===== src/sv/qcts_pkg.sv =====
// Package: shared constants, codes and controller/datapath interface types.
`timescale 1ns / 1ps
`default_nettype none
package qcts_pkg;

  localparam int MAX_VECTORS = 256;
  localparam int MAX_DIM     = 1024;
  localparam int MAX_TOP_K   = 16;

  localparam int VEC_AW   = $clog2(MAX_VECTORS);
  localparam int DIM_AW   = $clog2(MAX_DIM);
  localparam int TK_AW    = $clog2(MAX_TOP_K);
  localparam int CNT_W    = $clog2(MAX_VECTORS + 1);
  localparam int POS_W    = 11;
  localparam int LEN_W    = 11;
  localparam int K_W      = 5;
  localparam int ELEM_W   = 16;
  localparam int CODE_W   = 8;
  localparam int SUM_W    = 40;
  localparam int RAD_W    = 48;
  localparam int NORM_W   = 24;
  localparam int SQR_W    = 28;
  localparam int PROD_W   = 27;
  localparam int DOT_W    = 36;
  localparam int MAG_W    = 35;
  localparam int DEN_W    = 56;
  localparam int REM_W    = 58;
  localparam int Q_W      = 14;
  localparam int SCORE_W  = 16;
  localparam int STS_W    = 3;

  localparam int SQ_STEPS  = NORM_W;
  localparam int DIV_STEPS = Q_W;

  localparam logic [LEN_W-1:0] VLEN_RESET = 11'd768;

  // Result status codes
  typedef enum logic [STS_W-1:0] {
    STS_APPENDED = 3'd0,
    STS_MATCH    = 3'd1,
    STS_LEN_ERR  = 3'd2,
    STS_FULL     = 3'd3,
    STS_EMPTY    = 3'd4
  } status_t;

  // Controller states
  typedef enum logic [3:0] {
    S_IDLE,
    S_CHECK,
    S_SQRT,
    S_APPEND,
    S_COMMIT,
    S_DOT,
    S_DRAIN,
    S_MUL,
    S_DLOAD,
    S_DIV,
    S_SCORE,
    S_INSERT,
    S_EMIT,
    S_RESP
  } state_t;

  // Controller to datapath commands
  typedef struct packed {
    logic    beat;
    logic    prep;
    logic    sqrt_step;
    logic    app_rd;
    logic    commit;
    logic    dot_rd;
    logic    mul;
    logic    dload;
    logic    div_step;
    logic    score;
    logic    insert;
    logic    emit;
    logic    resp;
    status_t resp_code;
  } cmd_t;

  // Datapath to controller status
  typedef struct packed {
    logic len_ok;
    logic is_query;
    logic full;
    logic empty;
    logic kzero;
    logic sqrt_last;
    logic app_last;
    logic dot_last;
    logic busy;
    logic div_last;
    logic last_entry;
    logic emit_last;
    logic out_free;
  } sts_t;

endpackage
`default_nettype wire


===== src/sv/qcts_ctrl.sv =====
// Controller: sequences beats, norm, append, scan, ranking and result output.
`timescale 1ns / 1ps
`default_nettype none
module qcts_ctrl (
  input  wire logic          clk,
  input  wire logic          rst_n,
  input  wire logic          in_valid,
  input  wire logic          in_last_element,
  input  wire qcts_pkg::sts_t sts,
  output qcts_pkg::cmd_t     cmd,
  output logic               in_ready
);
  import qcts_pkg::*;

  state_t  state_r, state_nxt;
  status_t code_r, code_nxt;

  // State and pending response code
  always_ff @(posedge clk) begin
    if (!rst_n) begin
      state_r <= S_IDLE;
      code_r  <= STS_APPENDED;
    end else begin
      state_r <= state_nxt;
      code_r  <= code_nxt;
    end
  end

  // Next state
  always_comb begin
    state_nxt = state_r;
    code_nxt  = code_r;
    unique case (state_r)
      S_IDLE: begin
        if (in_valid && in_last_element) state_nxt = S_CHECK;
      end
      S_CHECK: begin
        if (!sts.len_ok) begin
          state_nxt = S_RESP;
          code_nxt  = STS_LEN_ERR;
        end else if (!sts.is_query) begin
          if (sts.full) begin
            state_nxt = S_RESP;
            code_nxt  = STS_FULL;
          end else begin
            state_nxt = S_SQRT;
          end
        end else if (sts.empty || sts.kzero) begin
          state_nxt = S_RESP;
          code_nxt  = STS_EMPTY;
        end else begin
          state_nxt = S_SQRT;
        end
      end
      S_SQRT: begin
        if (sts.sqrt_last) state_nxt = sts.is_query ? S_DOT : S_APPEND;
      end
      S_APPEND: begin
        if (sts.app_last) state_nxt = S_COMMIT;
      end
      S_COMMIT: begin
        state_nxt = S_RESP;
        code_nxt  = STS_APPENDED;
      end
      S_DOT: begin
        if (sts.dot_last) state_nxt = S_DRAIN;
      end
      S_DRAIN: begin
        if (!sts.busy) state_nxt = S_MUL;
      end
      S_MUL:   state_nxt = S_DLOAD;
      S_DLOAD: state_nxt = S_DIV;
      S_DIV: begin
        if (sts.div_last) state_nxt = S_SCORE;
      end
      S_SCORE: state_nxt = S_INSERT;
      S_INSERT: begin
        state_nxt = sts.last_entry ? S_EMIT : S_DOT;
      end
      S_EMIT: begin
        if (sts.out_free && sts.emit_last) state_nxt = S_IDLE;
      end
      S_RESP: begin
        if (sts.out_free) state_nxt = S_IDLE;
      end
      default: state_nxt = S_IDLE;
    endcase
  end

  // Commands
  always_comb begin
    cmd           = '0;
    cmd.resp_code = code_r;
    in_ready      = 1'b0;
    unique case (state_r)
      S_IDLE: begin
        in_ready = 1'b1;
        cmd.beat = in_valid;
      end
      S_CHECK:  cmd.prep      = 1'b1;
      S_SQRT:   cmd.sqrt_step = 1'b1;
      S_APPEND: cmd.app_rd    = 1'b1;
      S_COMMIT: cmd.commit    = 1'b1;
      S_DOT:    cmd.dot_rd    = 1'b1;
      S_DRAIN:  cmd.dot_rd    = 1'b0;
      S_MUL:    cmd.mul       = 1'b1;
      S_DLOAD:  cmd.dload     = 1'b1;
      S_DIV:    cmd.div_step  = 1'b1;
      S_SCORE:  cmd.score     = 1'b1;
      S_INSERT: cmd.insert    = 1'b1;
      S_EMIT:   cmd.emit      = sts.out_free;
      S_RESP:   cmd.resp      = sts.out_free;
      default:  cmd.beat      = 1'b0;
    endcase
  end

endmodule
`default_nettype wire


===== config.mk =====
export PLATFORM = sky130hd
export DESIGN_NAME = qcts_ctrl
export DESIGN_NICKNAME = d
export VERILOG_FILES = /design/src/sv/qcts_pkg.sv /design/src/sv/qcts_ctrl.sv
export SDC_FILE = /design/constraint.sdc
export NUM_CORES = 1
export LEC_CHECK = 0
export ABC_AREA = 1
export BUFFER_PORTS_ARGS = -buffer_cell sky130_fd_sc_hd__buf_2
export CORE_AREA = 2 2 39 41
export CTS_BUF_LIST = sky130_fd_sc_hd__clkbuf_4
export DETAILED_ROUTE_END_ITERATION = 12
export DIE_AREA = 0 0 41 43
export PLACE_DENSITY = 0.9
export SLEW_MARGIN = 15
export SYNTH_ARGS = -nofsm -noshare
export SYNTH_HDL_FRONTEND = slang
export SYNTH_SLANG_ARGS = --single-unit

===== constraint.sdc =====
create_clock -name clk -period 2.6 [get_ports clk]
set_input_delay 0.26 -clock clk [delete_from_list [all_inputs] [get_ports clk]]
set_output_delay 0.26 -clock clk [all_outputs]
set_load 0.02 [all_outputs]

# [Word-level counts from Yosys, hierarchy flattened]
# Index checks and enable logic that the tools add are counted.
[word_totals] regBits=7 latch_bits=0 ramBits=0 romBits=0 inputBits=17 n_memories=0
[op_classes] addsub=0 n_mul=0 div=0 n_lt_le_gt_ge=0 n_eq_ne=23 shifts=0 n_mux=34 n_bitwise=0 n_reduce_logical=7
[ops] operator="$pmux W4 S14" count=1
[ops] operator="$mux W4" count=13
[ops] operator="$eq A4 B4 Y1 const B" count=6
[ops] operator="$eq A4 B3 Y1 const B" count=4
[ops] operator="$ne A2 B2 Y1 const B" count=8
[ops] operator="$mux W3" count=5
[ops] operator="$mux W1" count=14
[ops] operator="$eq A4 B2 Y1 const B" count=2
[ops] operator="$ne A4 B4 Y1 const B" count=2
[ops] operator="$reduce_and A8 Y1" count=1
[ops] operator="$pmux W3 S2" count=1
[ops] operator="$eq A4 B1 Y1 const B" count=1
[ops] operator="$logic_not A4 Y1" count=1
[ops] operator="$reduce_and A3 Y1" count=1
[ops] operator="$logic_and A1 B1 Y1" count=2
[ops] operator="$reduce_bool A2 Y1" count=1
[ops] operator="$logic_or A1 B1 Y1" count=1

# [Depth between registers and ports, before layout]
# Gate-level depths: netlist (run 1).
[logic_depth] depth_word=5 ltp_mapped=9

# [Worst setup path after synthesis (run 1)]
# No wires, ideal clock.
[synth_timing] path_type="register to output" from="register state_r[0]" to="output port cmd[4] (netlist bit)" arrival_time_ps=1120 required_ps=2340 slack_ps=1220 path_stages_with_launch=4 cell_sequence="dfxtp_1 -> nor2_1 -> inv_1 -> nor3_1"
[synth_rtl] element="start: declaration" line="qcts_ctrl.sv:15" rtl="state_t state_r, state_nxt;"
[synth_rtl] element="start signal: assignment" line="qcts_ctrl.sv:24" rtl="state_r <= state_nxt;"
[synth_rtl] element="end: declaration" line="qcts_ctrl.sv:10" rtl="output qcts_pkg::cmd_t cmd,"

==> results.txt, run 1 <==
result of the run = finished clean
worst-case clock buffer depth = 2
total count of max-transition violations in the final report = 0
Synthesis Warnings = 0
number of clock buffers inserted by TritonCTS = 3
Power per Cell Area = 1020 nW/µm²
clock latency reported for the late side of the worst-skew pair = 0.24 ns
startpoint types = flip-flop
Synth Area in XOR/XNOR = 0%
hold violation total from the final report = 0
layout cells sized above 1 = 30.5%
Min-Delay Endpoint = state_r[1]
CTS H-tree depth = 1
Synth Cell Area = 631 µm²
critical path's largest stage delay = 0.42 ns
number of antenna violations at the first check in global routing = 0
placeable core area = 1380 µm²
FF+latch count, synth = 7
TritonCTS clock tree = built
die height = 43 µm
crit path time final = 1.69 ns
root buf cell = clkbuf_4
total routing usage reported by global routing = 20.3%
hold-fix buffers at CTS = 0
cell with the largest stage delay on the worst path = dfxtp_1
crit-path max FO = 5
hold crit path type = input pin to flip-flop
Post-Synth Simple-Gate Area = 57.7%
Synth Instances = 114
Fin Hold WS = 0.309 ns
area growth from synthesis to layout = 34.1%
Antenna Nets Post-Route = 0
clk sink count = 7
hold_sp = rst_n
share of synthesized area spent on multiplexers = 0%
worst hold path stage count = 3
total number of vias = 821
wire length after detailed routing = 1630 µm
cell with the most instances on the worst path = inv_1
compound-gate portion of the synthesized area = 8.13%
list of cells traversed by the critical path = inv_1 -> nor2_1 -> inv_1 -> nor2_2 -> buf_2
cell type group with the largest total delay on the critical path = flip-flops
Wirelength per Cell = 9.74 µm
routability congestion estimate = 0.945
summed negative setup slack over all endpoints = 0 ns
final worst-path cycle share = 65.1%
die boundary width = 41 µm
top cell type's share of synthesized area = 22.2%
largest family of logic cells by synthesized area = simple AND/OR/NAND/NOR gates
fmax = 0.591 GHz
slew margin rel. = 77.6%
HPWL after detailed placement = 1360 µm
sequential cell area fraction in the yosys report = 22.2%
worst clock skew on the final layout = 0.00254 ns
non-filler cells, final = 167
number of buffer and inverter stages on the critical path = 3
crit path kind = flip-flop to output pin
worst reg2reg path startpoint = state_r[1]
Resize count post-CTS = 0
count of buffers from port buffering = 33
clock-pin slew of the registers on the worst-case setup and hold paths = 0.05 ns
Post-CTS Setup Inserts = 0
register-to-register setup slack = 1.17 ns
Initial Utilization = 45.6%
Design Power = 0.867 mW
number of global-route vias before repair = 677
residual DRC count = 0
router iterations before antenna repair = 4
RSZ-0062 raised after global routing = false
post-synthesis share of cell area spent on full adders, half adders and majority gates = 0%
most area-hungry cell type in the Yosys netlist = dfxtp_1
number of inserted diodes = 0
crit end category = output pin
Worst Max-Slew Pin Slew = 0.335 ns
Post-Synthesis Mean Instance Area = 5.53 µm²
number of rows in the core area = 14
Cells after DPL = 163
Max IR drop VDD = 0.463 mV
Initial DRC Count = 24
Netlist cell types = 18
Pleak = 0.508 nW
endpoint of the worst-slack reg-to-reg timing path = state_r[1]
Critical Path RT = 2.34 ns
I/O pins = 34
total of endpoints with negative setup slack in the final report = 0
wire length of the first global-routing pass = 2570 µm
net count after synthesis = 131
logic depth of the worst register-to-register path = 8
number of violations of the max-capacitance limit = 0
average via count per standard cell = 4.92
Die Area = 1760 µm²
cells taking the most area after synthesis = dfxtp_1 22%, nand2_1 17%, nor2_1 12%
arrival time of data at the critical path endpoint = 1.43 ns
leftover overflow at the end of global routing = 0
pin count of the biggest net entering global routing = 9
Post-layout nets = 169
## synth_stat cells
library cell  number
nor2_2             3
nand3_2            1
nand3_1           11
nor2_1            20
nand3_4            1
inv_1             19
and3_1             1
nand2_1           29
o21ai_0            2
nand4_1            3
nand2_2            2
nand3b_1           2
dfxtp_1            7
a21oi_1            7
inv_2              1
a31oi_1            1
nor2_4             1
nor3_1             3
## worst reg2reg max path: cells and delay by family, from the launching register on
kind / cells / cell delay, ns
AO/OA/AOI/OAI: 1 / 0.12
buffers and inverters: 2 / 0.21
flip-flops: 1 / 0.42
AND/OR/NAND/NOR: 5 / 0.60
## through the flow
step / util (%) / worst slack [ns] / area, µm²
3_5_place_dp: 59.0 / 1.22 / 816
4_1_cts: 61.1 / 0.944 / 846
6_report: 61.1 / 0.907 / 846
3_3_place_gp: 59.0 / 1.21 / 816
5_1_grt: 61.1 / 0.832 / 846
2_1_floorplan: - / 1.22 / 631
## kinds of logic (layout without fill, tap and decap cells)
group / count (synthesis) / after routing
and+or+nand+nor: 77 / 77
buffers and inverters: 20 / 57
AOI/OAI and AO/OA: 10 / 10
DFF: 7 / 7
## sequential cells by signal, indices dropped and copies added (netlist names)
| register | cells |
|---|---|
| state_r | 4 |
| code_r | 3 |
## final cells by class
class	instances	area (µm²)
Clock buffer	4	30.0
Timing Repair Buffer	33	165
Fill cell	126	538
Sequential cell	7	140
Multi-Input combinational cell	87	415
Inverter	20	75.1
Tap cell	16	20.0
## cell usage in the layout, fill, tap and decap left out
cell	netlist	layout
nand3_4	1	1
dfxtp_1	7	7
nand3_1	11	11
nor2_1	20	20
inv_1	19	19
nor2_4	1	1
buf_2	0	33
nand4_1	3	3
a21oi_1	7	7
nand2_2	2	2
nor2_2	3	3
o21ai_0	2	2
and3_1	1	1
clkbuf_4	0	4
nor3_1	3	3
nand3b_1	2	2
a31oi_1	1	1
nand3_2	1	1
nand2_1	29	29
inv_2	1	1
## layer usage
metal	global-route usage, %	up-vias	routed length [µm]
li1	-	435	-
met1	30.1	360	786
met2	29.4	26	746
met3	3.14	0	93
met4	6.00	0	0
met5	0	-	0
## how the worst max path moves through the flow
stage | end | cells past startpoint | startpoint | slack (ns)
after global placement | cmd[13] | 5 | state_r[1] | 1.21
final | cmd[13] | 5 | state_r[1] | 0.91
after floorplan | cmd[4] | 3 | state_r[0] | 1.22
after CTS | cmd[13] | 5 | state_r[1] | 0.94
after detailed placement | cmd[13] | 5 | state_r[1] | 1.22
after global routing | cmd[13] | 5 | state_r[1] | 0.83
## power breakdown
part           internal, mW  switching (mW)
combinational         0.186           0.394
clock                0.0688          0.0371
sequential            0.142          0.0390
total                 0.397           0.470
Power figures use the tool's default switching activity.
==> run 2: changes to the inputs <==
--- a/config.mk
+++ b/config.mk
@@ -5,13 +5,13 @@
 export SDC_FILE = /design/constraint.sdc
 export NUM_CORES = 1
 export LEC_CHECK = 0
-export ABC_AREA = 1
+export ABC_AREA = 0
 export BUFFER_PORTS_ARGS = -buffer_cell sky130_fd_sc_hd__buf_2
-export CORE_AREA = 2 2 39 41
+export CORE_MARGIN = 2
+export CORE_UTILIZATION = 43
 export CTS_BUF_LIST = sky130_fd_sc_hd__clkbuf_4
 export DETAILED_ROUTE_END_ITERATION = 12
-export DIE_AREA = 0 0 41 43
-export PLACE_DENSITY = 0.9
+export PLACE_DENSITY = 0.84
 export SLEW_MARGIN = 15
 export SYNTH_ARGS = -nofsm -noshare
 export SYNTH_HDL_FRONTEND = slang
==> constraint.sdc (replaced) <==
create_clock -name clk -period 1.5 [get_ports clk]
set_input_delay 0.15 -clock clk [delete_from_list [all_inputs] [get_ports clk]]
set_output_delay 0.15 -clock clk [all_outputs]
set_load 0.02 [all_outputs]
==> run 2 against run 1 <==
  * The flow now finishes with violations (setup timing)
  * Sequential share of layout area is 5.3 points lower
  * Clock skew hardly changed
  * Count of clock-buffer cells in the layout stayed put
  * Non-clock buffer count is 30 higher
  * Register-to-register slack worse by 1.3 ns
  * Highest routed layer is now met4
  * Cell count is 4.2% higher
  * Clock power is 77% higher
  * Power grew to 3.2 times the previous value
==> results.txt, run 2 <==
Antenna Nets Post-Route = 0 (unchanged)
Initial Utilization = 47.2% (+1.7 points)
cell type group with the largest total delay on the critical path = simple AND/OR/NAND/NOR gates
Top Registers = state_r (4), code_r (3)
Initial DRC Count = 29 (+21%)
final worst-path cycle share = 113%
EDFF count, synth = 0 (unchanged)
net count after synthesis = 115 (-12%)
largest family of logic cells by synthesized area = simple AND/OR/NAND/NOR gates
I/O pins = 34 (unchanged)
cell with the largest stage delay on the worst path = dfxtp_4
root buf cell = clkbuf_4
startpoint types = flip-flop
Pleak = 0.601 nW (+18%)
number of violations of the max-capacitance limit = 0 (unchanged)
crit path kind = flip-flop to output pin
fmax = 0.593 GHz
Wirelength per Cell = 18.4 µm (+89%)
arrival time of data at the critical path endpoint = 1.54 ns (+0.11 ns)
most area-hungry cell type in the Yosys netlist = dfxtp_1
TritonCTS clock tree = built
cells taking the most area after synthesis = dfxtp_1 19%, nor2_1 8.2%, nand2_1 5.7%
Synth Instances = 98 (-14%)
layout filler cell count = 69 (-45%)
RSZ-0062 raised after global routing = true
number of inserted diodes = 0 (unchanged)
Fin Hold WS = 0.181 ns (-0.128 ns)
net load switching power = 1.24 mW (+160%)
instance area after placement = 1070 µm² (+31%)
area taken by flip-flops and latches = 155 µm² (+11%)
wire length after detailed routing = 3200 µm (+97%)
slew margin rel. = 71.9% (-5.7 points)
relative contribution of the clock network to total power = 6.9% (-5.3 points)
Max IR drop VDD = 1.34 mV (+190%)
worst-case clock buffer depth = 2 (unchanged)
layout cells sized above 1 = 67.1% (+37 points)
Synth Area in XOR/XNOR = 0% (unchanged)
clock latency reported for the late side of the worst-skew pair = 0.25 ns (about the same)
Gate power share = 80.0% (+13 points)
Design Power = 2.74 mW (+220%)
Post-Synth Simple-Gate Area = 44.3% (-13 points)
total routing usage reported by global routing = 26.3% (+5.9 points)
FF+latch count, synth = 7 (unchanged)
list of cells traversed by the critical path = buf_12 -> or2_4 -> buf_6 -> nor3_4 -> and2_4 -> buf_6
Synthesis Warnings = 0 (unchanged)
hold crit path type = input pin to flip-flop
average via count per standard cell = 5.99 (+22%)
Netlist cell types = 41 (+23)
most frequent cell after synthesis = nor2_1
sequential cell area fraction in the yosys report = 19.2% (-3.0 points)
clk sink count = 7 (unchanged)
total number of vias = 1043 (+27%)
most frequent cells in the layout = 27 x buf_4, 21 x buf_2, 14 x buf_6, 9 x nand2_1, 8 x nor2_1
area occupied by multi-input gates = 669 µm² (+61%)
placeable core area = 1540 µm² (+11%)
Pint = 1.50 mW (+280%)
total count of max-transition violations in the final report = 0 (unchanged)
Post-Place Worst Slack = -0.142 ns (-1.36 ns)
violated checks = setup timing
die boundary width = 45.2 µm (+10%)
Die Area = 2040 µm² (+16%)
top cell type's share of synthesized area = 19.2% (-3.0 points)
residual DRC count = 0 (unchanged)
Commonest cells post-synth = 16 x nor2_1, 11 x nand2_1, 7 x dfxtp_1, 6 x nand2b_1
crit path time final = 1.69 ns
result of the run = finished with violations
flip-flop count of the largest register after layout = 4 (unchanged)
routability congestion estimate = 0.906 (-4.1%)
Power per Cell Area = 2000 nW/µm² (+95%)
Post-synth top flop = dfxtp_1
area growth from synthesis to layout = 88.3%
number of global-route vias before repair = 911 (+35%)
clock-pin slew of the registers on the worst-case setup and hold paths = 0.05 ns (about the same)
fraction of registers with async set/reset = 0% (unchanged)
post-synthesis share of cell area spent on full adders, half adders and majority gates = 0% (unchanged)
worst clock skew on the final layout = 0.00219 ns (-0.000353 ns)
number of clock buffers inserted by TritonCTS = 3 (unchanged)
wire length of the first global-routing pass = 3840 µm (+49%)
hold violation total from the final report = 0 (unchanged)
summed negative setup slack over all endpoints = -1.66 ns (-1.66 ns)
pin count of the biggest net entering global routing = 12 (+3)
total of endpoints with negative setup slack in the final report = 14 (+14)
leftover overflow at the end of global routing = 0 (unchanged)
compound-gate portion of the synthesized area = 27.1% (+19 points)
router iterations before antenna repair = 4 (unchanged)
leading cell type in the layout, fill and taps excluded = buf_4
cell with the most instances on the worst path = buf_6
number of antenna violations at the first check in global routing = 0 (unchanged)
count of buffers from port buffering = 33 (unchanged)
Synth Cell Area = 728 µm² (+15%)
Post-layout nets = 176 (+4.1%)
die height = 45.2 µm (+5.0%)
number of buffer and inverter stages on the critical path = 3 (unchanged)
most flop-heavy register = state_r
Worst Max-Slew Pin Slew = 0.421 ns (+0.0861 ns)
share of synthesized area spent on multiplexers = 1.37% (+1.4 points)
crit end category = output pin
Critical Path RT = 1.35 ns (-0.99 ns)
HPWL after detailed placement = 1700 µm (+25%)
switching power share of the total = 45.2% (-9.1 points)
sequential fraction of design power = 13.1% (-7.8 points)
number of rows in the core area = 14 (unchanged)
critical path's largest stage delay = 0.36 ns (-0.06 ns)
Worst Slack Setup Final = -0.188 ns (-1.09 ns)
fin area = 1370 µm² (+62%)
Post-Synthesis Mean Instance Area = 7.43 µm² (+34%)
crit-path max FO = 6 (+1)
CTS H-tree depth = 1 (unchanged)
[run 2: stage by stage]
stage	instances	utilization, %
2_1_floorplan	98	-
3_3_place_gp	161	69.2
3_5_place_dp	161	69.2
4_1_cts	170	79.1
5_1_grt	174	89.0
6_report	174	89.0
[run 2: area by class of cell]
class / count / share of cell area [%]
Clock buffer: 4 / 2.19
Inverter: 3 / 0.821
Multi-Input combinational cell: 81 / 48.8
Sequential cell: 7 / 11.3
Tap cell: 16 / 1.46
Timing Repair Buffer: 63 / 35.4
[run 2: timing repair]
item	4_1_cts	5_1_grt
setup buffers	5	4
pin swaps	7	7
hold buffers	0	0
resized for setup	31	35
hold endpoints to repair	0	0
endpoints found under the setup margin	18	18
[run 2: kinds of logic (layout without fill, tap and decap cells)]
logic type      Yosys count  count (layout)
mux                       1               1
simple gates             56              56
flops                     7               7
compound gates           24              24
buf+inv                  10              70
[run 2: worst register-to-register path, delay by kind of cell, from the launching register on]
kind / cells / cell delay (ns)
and+or+nand+nor: 3 / 0.80
AOI/OAI and AO/OA: 2 / 0.39
DFF: 1 / 0.38
[run 2: power groups by stage]
stage / Combinational, mW / Clock [mW] / Sequential (mW)
floorplan: 0.970 / 0 / 0.311
global placement: 1.47 / 0 / 0.318
CTS: 1.78 / 0.196 / 0.337
detailed placement: 1.50 / 0 / 0.324
global route: 2.31 / 0.200 / 0.364
finish: 2.20 / 0.188 / 0.360
[run 2: path summary, 6_finish.rpt]
kind,start,end,slack [ns],depth (start not counted)
max,state_r[1],cmd[15],-0.19,6
min,rst_n,state_r[2],0.18,2
max reg2reg,state_r[2],state_r[2],-0.17,5
min reg2reg,code_r[2],code_r[2],0.48,2
[run 2: per-layer routing]
| metal | GRT usage (%) | vias up | wire [µm] |
|---|---|---|---|
| met5 | 0 | - | 0 |
| met4 | 17.6 | 0 | 77 |
| met3 | 5.60 | 12 | 231 |
| met2 | 46.6 | 65 | 1650 |
| met1 | 27.3 | 489 | 1240 |
| li1 | - | 477 | - |
